File: config.mk
export PLATFORM = sky130hd
export DESIGN_NAME = ordered_small_key_value_table
export DESIGN_NICKNAME = d
export VERILOG_FILES = /design/src/rtl/okvt_pkg.sv /design/src/rtl/okvt_front.sv /design/src/rtl/okvt_queue.sv /design/src/rtl/okvt_back.sv /design/src/rtl/ordered_small_key_value_table.sv
export SDC_FILE = /design/constraint.sdc
export NUM_CORES = 2
export LEC_CHECK = 0
export BUFFER_PORTS_ARGS = -buffer_cell sky130_fd_sc_hd__clkbuf_2
export CORE_ASPECT_RATIO = 0.75
export CORE_MARGIN = 2
export CORE_UTILIZATION = 50
export CTS_BUF_LIST = sky130_fd_sc_hd__clkbuf_8
export DETAILED_ROUTE_END_ITERATION = 6
export GPL_TIMING_DRIVEN = 1
export PLACE_DENSITY_LB_ADDON = 0.12
export SLEW_MARGIN = 40
export SYNTH_ARGS = -nofsm -noshare
export SYNTH_HDL_FRONTEND = slang
export SYNTH_SLANG_ARGS = --single-unit
File: constraint.sdc
create_clock -name clock -period 11.7 [get_ports clock]
set_clock_uncertainty 0.2 [all_clocks]
set_input_delay 1.17 -clock clock [delete_from_list [all_inputs] [get_ports clock]]
set_output_delay 1.17 -clock clock [all_outputs]
set_load 0.1 [all_outputs]
File: src/rtl/okvt_pkg.sv
// Package for the ordered key/value table: sizes, command and status codes,
// and the queue entry type shared by the front end, the queue and the back end.
// No dependencies.
package okvt_pkg;

   localparam int CAPACITY   = 6;
   localparam int KEY_BITS   = 16;
   localparam int VALUE_BITS = 63;
   localparam int CMD_BITS   = 3;
   localparam int STAT_BITS  = 2;
   localparam int POS_BITS   = 3;
   localparam int IDX_BITS   = (CAPACITY > 1) ? $clog2(CAPACITY) : 1;
   localparam int CNT_BITS   = $clog2(CAPACITY + 1);
   localparam int QDEPTH     = 2;
   localparam int QPTR_BITS  = 1;
   localparam int QCNT_BITS  = 2;

   // Command codes as they arrive on req_command.
   localparam logic [CMD_BITS-1:0] CMD_INS_FRONT = 3'd0;
   localparam logic [CMD_BITS-1:0] CMD_APPEND    = 3'd1;
   localparam logic [CMD_BITS-1:0] CMD_ERASE     = 3'd2;
   localparam logic [CMD_BITS-1:0] CMD_SET_VALUE = 3'd3;
   localparam logic [CMD_BITS-1:0] CMD_LOOKUP    = 3'd4;
   localparam logic [CMD_BITS-1:0] CMD_RENAME    = 3'd5;
   localparam logic [CMD_BITS-1:0] CMD_CLEAR     = 3'd6;
   localparam logic [CMD_BITS-1:0] CMD_UNUSED    = 3'd7;

   // Internal operation after classification.
   typedef enum logic [3:0] {
      OP_NOP,
      OP_INS_FRONT,
      OP_APPEND,
      OP_ERASE,
      OP_SET_VALUE,
      OP_LOOKUP,
      OP_RENAME,
      OP_CLEAR
   } op_type;

   localparam logic [STAT_BITS-1:0] ST_OK      = 2'd0;
   localparam logic [STAT_BITS-1:0] ST_DUP     = 2'd1;
   localparam logic [STAT_BITS-1:0] ST_FULL    = 2'd2;
   localparam logic [STAT_BITS-1:0] ST_MISSING = 2'd3;

   typedef struct packed {
      op_type                op;
      logic [KEY_BITS-1:0]   key;
      logic [VALUE_BITS-1:0] value;
      logic [KEY_BITS-1:0]   new_key;
   } entry_type;

   typedef struct packed {
      logic full;
      logic empty;
   } qstat_type;

endpackage

File: src/rtl/okvt_front.sv
// Front end of the ordered key/value table: takes commands, classifies them
// and stages them toward the command queue. Depends on okvt_pkg.
module okvt_front (
   input  logic                           clock,
   input  logic                           reset,
   input  logic                           start,
   output logic                           busy,
   input  logic [okvt_pkg::CMD_BITS-1:0]   req_command,
   input  logic [okvt_pkg::KEY_BITS-1:0]   req_key,
   input  logic [okvt_pkg::VALUE_BITS-1:0] req_value,
   input  logic [okvt_pkg::KEY_BITS-1:0]   req_new_key,
   input  okvt_pkg::qstat_type             q_stat,
   output logic                           q_push,
   output okvt_pkg::entry_type            q_data
);
   import okvt_pkg::*;

   logic      stage_valid_ff, stage_valid_in;
   entry_type stage_ff;
   op_type    op_dec;
   logic      take;

   always_comb begin
      unique case (req_command)
         CMD_INS_FRONT: op_dec = OP_INS_FRONT;
         CMD_APPEND:    op_dec = OP_APPEND;
         CMD_ERASE:     op_dec = OP_ERASE;
         CMD_SET_VALUE: op_dec = OP_SET_VALUE;
         CMD_LOOKUP:    op_dec = OP_LOOKUP;
         CMD_RENAME:    op_dec = OP_RENAME;
         CMD_CLEAR:     op_dec = OP_CLEAR;
         CMD_UNUSED:    op_dec = OP_NOP;
         default:       op_dec = OP_NOP;
      endcase
   end

   // Hold the staged command while the queue is full.
   assign busy   = stage_valid_ff & q_stat.full;
   assign take   = start & ~busy;
   assign q_push = stage_valid_ff & ~q_stat.full;
   assign q_data = stage_ff;

   always_comb begin
      stage_valid_in = stage_valid_ff;
      if (q_push) begin
         stage_valid_in = 1'b0;
      end
      if (take) begin
         stage_valid_in = 1'b1;
      end
   end

   always_ff @(posedge clock) begin
      if (reset) begin
         stage_valid_ff <= 1'b0;
      end else begin
         stage_valid_ff <= stage_valid_in;
      end
      if (take) begin
         stage_ff.op      <= op_dec;
         stage_ff.key     <= req_key;
         stage_ff.value   <= req_value;
         stage_ff.new_key <= req_new_key;
      end
   end

endmodule

File: src/rtl/okvt_queue.sv
// Short command queue between the front end and the back end of the
// ordered key/value table. Depends on okvt_pkg.
module okvt_queue (
   input  logic                clock,
   input  logic                reset,
   input  logic                push,
   input  okvt_pkg::entry_type push_data,
   input  logic                pop,
   output okvt_pkg::entry_type head,
   output okvt_pkg::qstat_type stat
);
   import okvt_pkg::*;

   entry_type            slot_ff [QDEPTH];
   logic [QPTR_BITS-1:0] wr_ptr_ff, rd_ptr_ff;
   logic [QCNT_BITS-1:0] fill_ff, fill_in;
   logic                 do_push, do_pop;

   assign stat.full  = (fill_ff == QCNT_BITS'(QDEPTH));
   assign stat.empty = (fill_ff == '0);
   assign do_push    = push & ~stat.full;
   assign do_pop     = pop & ~stat.empty;
   assign head       = slot_ff[rd_ptr_ff];

   always_comb begin
      fill_in = fill_ff;
      case ({do_push, do_pop})
         2'b10:   fill_in = fill_ff + 1'b1;
         2'b01:   fill_in = fill_ff - 1'b1;
         default: fill_in = fill_ff;
      endcase
   end

   always_ff @(posedge clock) begin
      if (reset) begin
         wr_ptr_ff <= '0;
         rd_ptr_ff <= '0;
         fill_ff   <= '0;
      end else begin
         fill_ff <= fill_in;
         if (do_push) begin
            wr_ptr_ff <= wr_ptr_ff + 1'b1;
         end
         if (do_pop) begin
            rd_ptr_ff <= rd_ptr_ff + 1'b1;
         end
      end
      if (do_push) begin
         slot_ff[wr_ptr_ff] <= push_data;
      end
   end

endmodule

File: src/rtl/okvt_back.sv
// Back end of the ordered key/value table: holds the slots, runs one queued
// command per cycle and registers the result. Depends on okvt_pkg.
module okvt_back (
   input  logic                            clock,
   input  logic                            reset,
   input  okvt_pkg::qstat_type             q_stat,
   input  okvt_pkg::entry_type             q_head,
   output logic                            q_pop,
   output logic                            rsp_strobe,
   output logic [okvt_pkg::STAT_BITS-1:0]  rsp_status,
   output logic [okvt_pkg::POS_BITS-1:0]   rsp_position,
   output logic [okvt_pkg::VALUE_BITS-1:0] rsp_found_value,
   output logic [okvt_pkg::POS_BITS-1:0]   rsp_entry_count
);
   import okvt_pkg::*;

   logic [KEY_BITS-1:0]   key_slots_ff [CAPACITY];
   logic [KEY_BITS-1:0]   key_slots_in [CAPACITY];
   logic [VALUE_BITS-1:0] value_slots_ff [CAPACITY];
   logic [VALUE_BITS-1:0] value_slots_in [CAPACITY];
   logic [CNT_BITS-1:0]   count_ff, count_in;

   logic                  strobe_ff;
   logic [STAT_BITS-1:0]  status_ff, status_in;
   logic [POS_BITS-1:0]   position_ff, position_in;
   logic [VALUE_BITS-1:0] fval_ff, fval_in;
   logic [POS_BITS-1:0]   ecount_ff;

   logic [CAPACITY-1:0]   hit, nhit;
   logic [IDX_BITS-1:0]   at;
   logic                  found, nfound, full;
   logic [IDX_BITS-1:0]   tail;

   assign q_pop = ~q_stat.empty;
   assign tail  = count_ff[IDX_BITS-1:0];
   assign full  = (count_ff >= CNT_BITS'(CAPACITY));

   // Parallel compare over live slots; keys are unique so hits are one-hot.
   always_comb begin
      at = '0;
      for (int i = 0; i < CAPACITY; i++) begin
         hit[i]  = (CNT_BITS'(i) < count_ff) && (key_slots_ff[i] == q_head.key);
         nhit[i] = (CNT_BITS'(i) < count_ff) && (key_slots_ff[i] == q_head.new_key);
         if (hit[i]) begin
            at = at | IDX_BITS'(i);
         end
      end
      found  = |hit;
      nfound = |nhit;
   end

   always_comb begin
      key_slots_in   = key_slots_ff;
      value_slots_in = value_slots_ff;
      count_in       = count_ff;
      status_in      = ST_OK;
      position_in    = '0;
      fval_in        = '0;
      unique case (q_head.op) inside
         OP_INS_FRONT, OP_APPEND: begin
            if (found) begin
               status_in = ST_DUP;
            end else if (full) begin
               status_in = ST_FULL;
            end else if (q_head.op == OP_INS_FRONT) begin
               for (int i = CAPACITY - 1; i > 0; i--) begin
                  key_slots_in[i]   = key_slots_ff[i-1];
                  value_slots_in[i] = value_slots_ff[i-1];
               end
               key_slots_in[0]   = q_head.key;
               value_slots_in[0] = q_head.value;
               count_in          = count_ff + 1'b1;
            end else begin
               key_slots_in[tail]   = q_head.key;
               value_slots_in[tail] = q_head.value;
               position_in          = POS_BITS'(tail);
               count_in             = count_ff + 1'b1;
            end
         end
         OP_ERASE: begin
            if (!found) begin
               status_in = ST_MISSING;
            end else begin
               for (int i = 0; i < CAPACITY - 1; i++) begin
                  if (IDX_BITS'(i) >= at) begin
                     key_slots_in[i]   = key_slots_ff[i+1];
                     value_slots_in[i] = value_slots_ff[i+1];
                  end
               end
               count_in    = count_ff - 1'b1;
               position_in = POS_BITS'(at);
            end
         end
         OP_SET_VALUE: begin
            if (!found) begin
               status_in = ST_MISSING;
            end else begin
               value_slots_in[at] = q_head.value;
               position_in        = POS_BITS'(at);
            end
         end
         OP_LOOKUP: begin
            if (!found) begin
               status_in = ST_MISSING;
            end else begin
               fval_in     = value_slots_ff[at];
               position_in = POS_BITS'(at);
            end
         end
         OP_RENAME: begin
            if ((q_head.new_key != q_head.key) && nfound) begin
               status_in = ST_DUP;
            end else if (!found) begin
               status_in = ST_MISSING;
            end else begin
               key_slots_in[at] = q_head.new_key;
               position_in      = POS_BITS'(at);
            end
         end
         OP_CLEAR: begin
            count_in = '0;
         end
         OP_NOP: begin
            status_in = ST_OK;
         end
         default: begin
            status_in = ST_OK;
         end
      endcase
   end

   always_ff @(posedge clock) begin
      if (reset) begin
         count_ff  <= '0;
         strobe_ff <= 1'b0;
      end else begin
         strobe_ff <= q_pop;
         if (q_pop) begin
            count_ff <= count_in;
         end
      end
      if (q_pop) begin
         key_slots_ff   <= key_slots_in;
         value_slots_ff <= value_slots_in;
         status_ff      <= status_in;
         position_ff    <= position_in;
         fval_ff        <= fval_in;
         ecount_ff      <= POS_BITS'(count_in);
      end
   end

   assign rsp_strobe      = strobe_ff;
   assign rsp_status      = status_ff;
   assign rsp_position    = position_ff;
   assign rsp_found_value = fval_ff;
   assign rsp_entry_count = ecount_ff;

endmodule

File: src/rtl/ordered_small_key_value_table.sv
// Top level of the ordered key/value table: front end, command queue and
// back end. Depends on okvt_pkg, okvt_front, okvt_queue and okvt_back.
//
//   channel   handshake          transfer                payload
//   request   start & !busy      one command             req_command, req_key,
//                                                        req_value, req_new_key
//   response  rsp_strobe (1 cy)  one result per command  rsp_status, rsp_position,
//                                                        rsp_found_value,
//                                                        rsp_entry_count
//
// A command that is taken is staged in the front-end register, written into the
// queue, then carried out into the result register, which drives the strobe and
// the result. The back end retires one command per cycle; its combinational
// compare-and-shift over all slots sets that rate, so a command can be taken
// every cycle while busy is low.
// Reset (synchronous, active high) empties the table and the queue; slot
// contents are not cleared and are never read until written.
// The receiver cannot stall; busy rises only if the queue fills.
module ordered_small_key_value_table (
   input  logic                            clock,
   input  logic                            reset,
   input  logic                            start,
   output logic                            busy,
   input  logic [okvt_pkg::CMD_BITS-1:0]   req_command,
   input  logic [okvt_pkg::KEY_BITS-1:0]   req_key,
   input  logic [okvt_pkg::VALUE_BITS-1:0] req_value,
   input  logic [okvt_pkg::KEY_BITS-1:0]   req_new_key,
   output logic                            rsp_strobe,
   output logic [okvt_pkg::STAT_BITS-1:0]  rsp_status,
   output logic [okvt_pkg::POS_BITS-1:0]   rsp_position,
   output logic [okvt_pkg::VALUE_BITS-1:0] rsp_found_value,
   output logic [okvt_pkg::POS_BITS-1:0]   rsp_entry_count
);
   import okvt_pkg::*;

   // Queue interface: push from the front end, pop by the back end.
   logic      q_push, q_pop;
   entry_type q_in, q_head;
   qstat_type q_stat;

   // Classify and stage incoming commands.
   okvt_front u_front (
      .clock       (clock),
      .reset       (reset),
      .start       (start),
      .busy        (busy),
      .req_command (req_command),
      .req_key     (req_key),
      .req_value   (req_value),
      .req_new_key (req_new_key),
      .q_stat      (q_stat),
      .q_push      (q_push),
      .q_data      (q_in)
   );

   // Decouple the two sides.
   okvt_queue u_queue (
      .clock     (clock),
      .reset     (reset),
      .push      (q_push),
      .push_data (q_in),
      .pop       (q_pop),
      .head      (q_head),
      .stat      (q_stat)
   );

   // Execute against the table and drive the response strobe.
   okvt_back u_back (
      .clock           (clock),
      .reset           (reset),
      .q_stat          (q_stat),
      .q_head          (q_head),
      .q_pop           (q_pop),
      .rsp_strobe      (rsp_strobe),
      .rsp_status      (rsp_status),
      .rsp_position    (rsp_position),
      .rsp_found_value (rsp_found_value),
      .rsp_entry_count (rsp_entry_count)
   );

endmodule

==> flow_summary_export.csv <==
group,metric,value,unit
clock_network,worstSkewPairLatency,0.87,ns
critical_path,critical_path.endpoint_type,"flip-flop",
clock_network,cts_max_path_buffers,3,
yosys,synthArstFlopShare,0,%
clock_network,clk_pin_slew,0.06,ns
run_status,status,"complete, but fails checks",
die,initial_core_util,50.2,%
min_path,hp-start,"u_front.q_data[72]",
timing,relSlewSlack,38.9,%
pwr,p_leak,17.8,nW
clock_network,clkSinkCount,849,
place,dp_hpwl,101000,um
timing,grt_setup_unrepaired,"false",
finish,final_core_util,55.0,%
finish,layout.nets,4938,
yosys,synth_seq_cells,849,
critical_path,cpMostUsedCell,"buf_4",
routing,drt-initial-drc-count,6633,
yosys,yosys-mux-area-fraction,3.17,%
place,routabilityCongestion,0.991,
clock_network,cts_tree,"yes",
yosys,synth_seq_area_share,52.2,%
critical_path,cp_top_family,"buffers and inverters",
routing,wl_per_cell,28.4,um
grt,gr-usage-all-layers,34.9,%
die,io_pins,174,
yosys,synth_xor_area_share,3.78,%
critical_path,cp_num_buf_inv,3,
clock_network,ctsResizeCount,0,
timing,finalCriticalPeriod,6.34,ns
yosys,syn_area,48600,sq um
yosys,synthAdderAreaFrac,0.175,%
yosys,synth_top_family_by_area,"compound AO/OA/AOI/OAI gates",
timing,period_share,54.2,%
yosys,synth-compound-area-share,21.3,%
critical_path,crit_slowest_cell,"dfxtp_4",
yosys,syn-mean-instance-area,9.87,sq um
pwr,p_per_area,129,nW/um^2
timing,worstMarginPinSlew,0.916,ns
clock_network,cts_setup_buffers,0,
critical_path,critical_path_depth,12,
yosys,synth_warnings,0,
critical_path,path_cells,"mux2i_4, xnor2_1, nor4_1, and4_1, a22o_2, buf_4, or3_4, buf_4, buf_6, nor2_1, a21oi_1, o221ai_1",
yosys,synthFlopType,"edfxtp_1",
timing,fin_tns_setup,0,ns
yosys,synth_nets,5034,
critical_path,critPathKind,"reg2reg",
critical_path,max_stage_delay,0.82,ns
grt,antenna_found_initial,3,
clock_network,htree_levels,4,
timing,final-hold-violation-count,0,
pwr,fin_total_pwr,0.00685,W
min_path,hp-class,"reg2reg",
place,place_area,50600,sq um
yosys,yosysTopAreaCell,"edfxtp_1",
yosys,synth_cell_types,72,
grt,grt_first_pass_wirelength,260000,um
clock_network,clockRootBuffer,"clkbuf_8",
timing,fin_ws,5.36,ns
timing,max_freq,158,MHz
critical_path,ff2ff_path_depth,12,
routing,ant_nets,0,
run_status,violations,"design-rule violations",
routing,drc,1,
clock_network,cts_hold_buf,0,
critical_path,crit_path_max_fanout,86,
critical_path,r2r_end,"u_back.key_slots_ff[83]",
critical_path,cp_data_arrival_time,6.67,ns
die,dieArea,99800,sq um
critical_path,worstSetupStartpointType,"flip-flop",
critical_path,critPathRequiredTime,12.03,ns
timing,final_max_slew_viol_count,0,
yosys,synth_cells,4927,
job,max-cap-violations,0,
grt,grt_overflow,0,
place,port_buffers,173,
place,dp_slack,5.47,ns
finish,areaGrowthSynthToFinish,9.47,%
grt,grt_pass1_vias,38600,
yosys,netlist.area_leader.share,51.8,%
yosys,yosys.area_share.simple,14.0,%
yosys,yosys-top-cells-area,"edfxtp_1 52%, a21oi_1 8.0%, nor3_1 4.4%",
yosys,synth_edf_count,839,
pwr,ir_drop,0.000104,V
die,die_x,364,um
die,dieHeight,274,um
grt,grt_max_degree,160,
die,fp-row-count,99,
timing,finalSetupViolCount,0,
finish,fin_area,53200,sq um
min_path,hold_path_depth,0,
clock_network,cts_buffers,142,
routing,drt_wl_total,178000,um
routing,viasPerCell,6.73,
finish,layout-drive-gt1-share,12.2,%
min_path,worstHoldEndpoint,"u_queue.slot_ff[1][72]",
routing,vias,42100,
critical_path,r2r_setup_slack,5.36,ns
die,core_area,96900,sq um
routing,drt_pass1_iterations,7,
cells in the final DEF (no fill, tap or decap), types with 5 or more instances in the layout:
cell type / n
a21o_1: 53
a21oi_1: 779
a221o_1: 183
a221oi_1: 53
a222oi_1: 9
a22oi_1: 54
and4_1: 5
buf_12: 12
buf_4: 73
buf_6: 27
clkbuf_2: 173
clkbuf_8: 148
clkinv_1: 38
clkinv_2: 12
dfxtp_1: 9
edfxtp_1: 839
ha_1: 6
inv_1: 118
mux2_2: 7
mux2i_1: 59
mux2i_2: 40
mux2i_4: 27
nand2_1: 297
nand2b_1: 65
nand3_1: 14
nand3_4: 8
nand4_1: 13
nor2_1: 504
nor3_1: 423
nor3_2: 5
nor4_1: 89
nor4_2: 11
o21ai_0: 97
o21ai_1: 171
o221ai_1: 143
o22ai_1: 69
or4_1: 6
xnor2_1: 191
xor2_1: 19
state kept, by name (all words and copies together), names as in the netlist, 2 cells and up, named ones only:
name                    count
u_queue.slot_ff           196
u_back.value_slots_ff     378
u_back.count_ff             3
u_back.rsp_entry_count      3
u_back.rsp_found_value     63
u_back.key_slots_ff        96
u_back.rsp_status           2
u_back.rsp_position         3
u_queue.fill_ff             2
u_front.q_data             98
power by group:
part | internal (W) | switching (W)
combinational | 0.000256 | 0.000578
clock | 0.00124 | 0.00129
sequential | 0.00344 | 0.0000473
metrics by stage:
step	hold WS [ns]	instances
2_1_floorplan	0.221	4927
3_3_place_gp	0.223	5988
3_5_place_dp	0.232	5998
4_1_cts	0.194	6249
5_1_grt	0.247	6252
6_report	0.237	6252
area by class of cell:
| type | instances | area [sq um] |
|---|---|---|
| Clock inverter | 103 | 542 |
| Multi-Input combinational cell | 3471 | 21300 |
| Inverter | 79 | 297 |
| Antenna cell | 1 | 2.50 |
| Fill cell | 8496 | 43600 |
| Tap cell | 1313 | 1640 |
| Sequential cell | 849 | 25400 |
| Timing Repair Buffer | 288 | 2040 |
| Clock buffer | 148 | 2040 |
how the worst max path moves through the flow:
stage,from,endpoint
floorplan,u_queue.fill_ff[0],u_back.value_slots_ff[100]
global placement,flip-flop,u_back.value_slots_ff[193]
detailed placement,flip-flop,u_back.key_slots_ff[89]
CTS,flip-flop,u_back.key_slots_ff[83]
global route,flip-flop,u_back.key_slots_ff[83]
finish,flip-flop,u_back.key_slots_ff[83]
kinds of logic (layout without fill, tap and decap cells):
group                    count (synthesis)  in the layout
AND/OR/NAND/NOR                       1480           1480
multiplexers                           133            133
XOR/XNOR                               210            210
adder cells (fa/ha/maj)                  7              7
flip-flops                             849            849
other                                    0              1
AO/OA/AOI/OAI                         1641           1641
buffers and inverters                  607            618
layer usage:
metal / track usage, % / wire length (um) / vias up
li1: - / - / 18500
met1: 53.7 / 78000 / 20300
met2: 44.9 / 69400 / 2949
met3: 12.1 / 25700 / 341
met4: 11.5 / 4490 / 0
met5: 0 / 0 / -
synthesized netlist by cell type, types with 4 or more instances:
cell type,number
mux2i_4,16
a22oi_1,55
o21ai_1,172
buf_6,17
xor2_1,19
nor2_1,508
nand4_1,13
nand2b_1,65
mux2i_1,110
ha_1,6
o21ai_0,98
edfxtp_1,839
and4_1,5
or4_1,6
a222oi_1,9
a221o_1,183
o221ai_1,143
mux2_2,7
buf_4,20
a21oi_1,781
and3_1,8
nand4b_1,4
nand2_1,302
nor4_1,93
buf_2,89
nor2b_1,4
dfxtp_1,10
xnor2_1,191
clkbuf_1,371
a221oi_1,53
nand3_1,21
nor4_2,7
a21o_1,53
buf_1,29
nor3_1,428
o22ai_1,69
inv_1,76
Power figures use the tool's default switching activity.
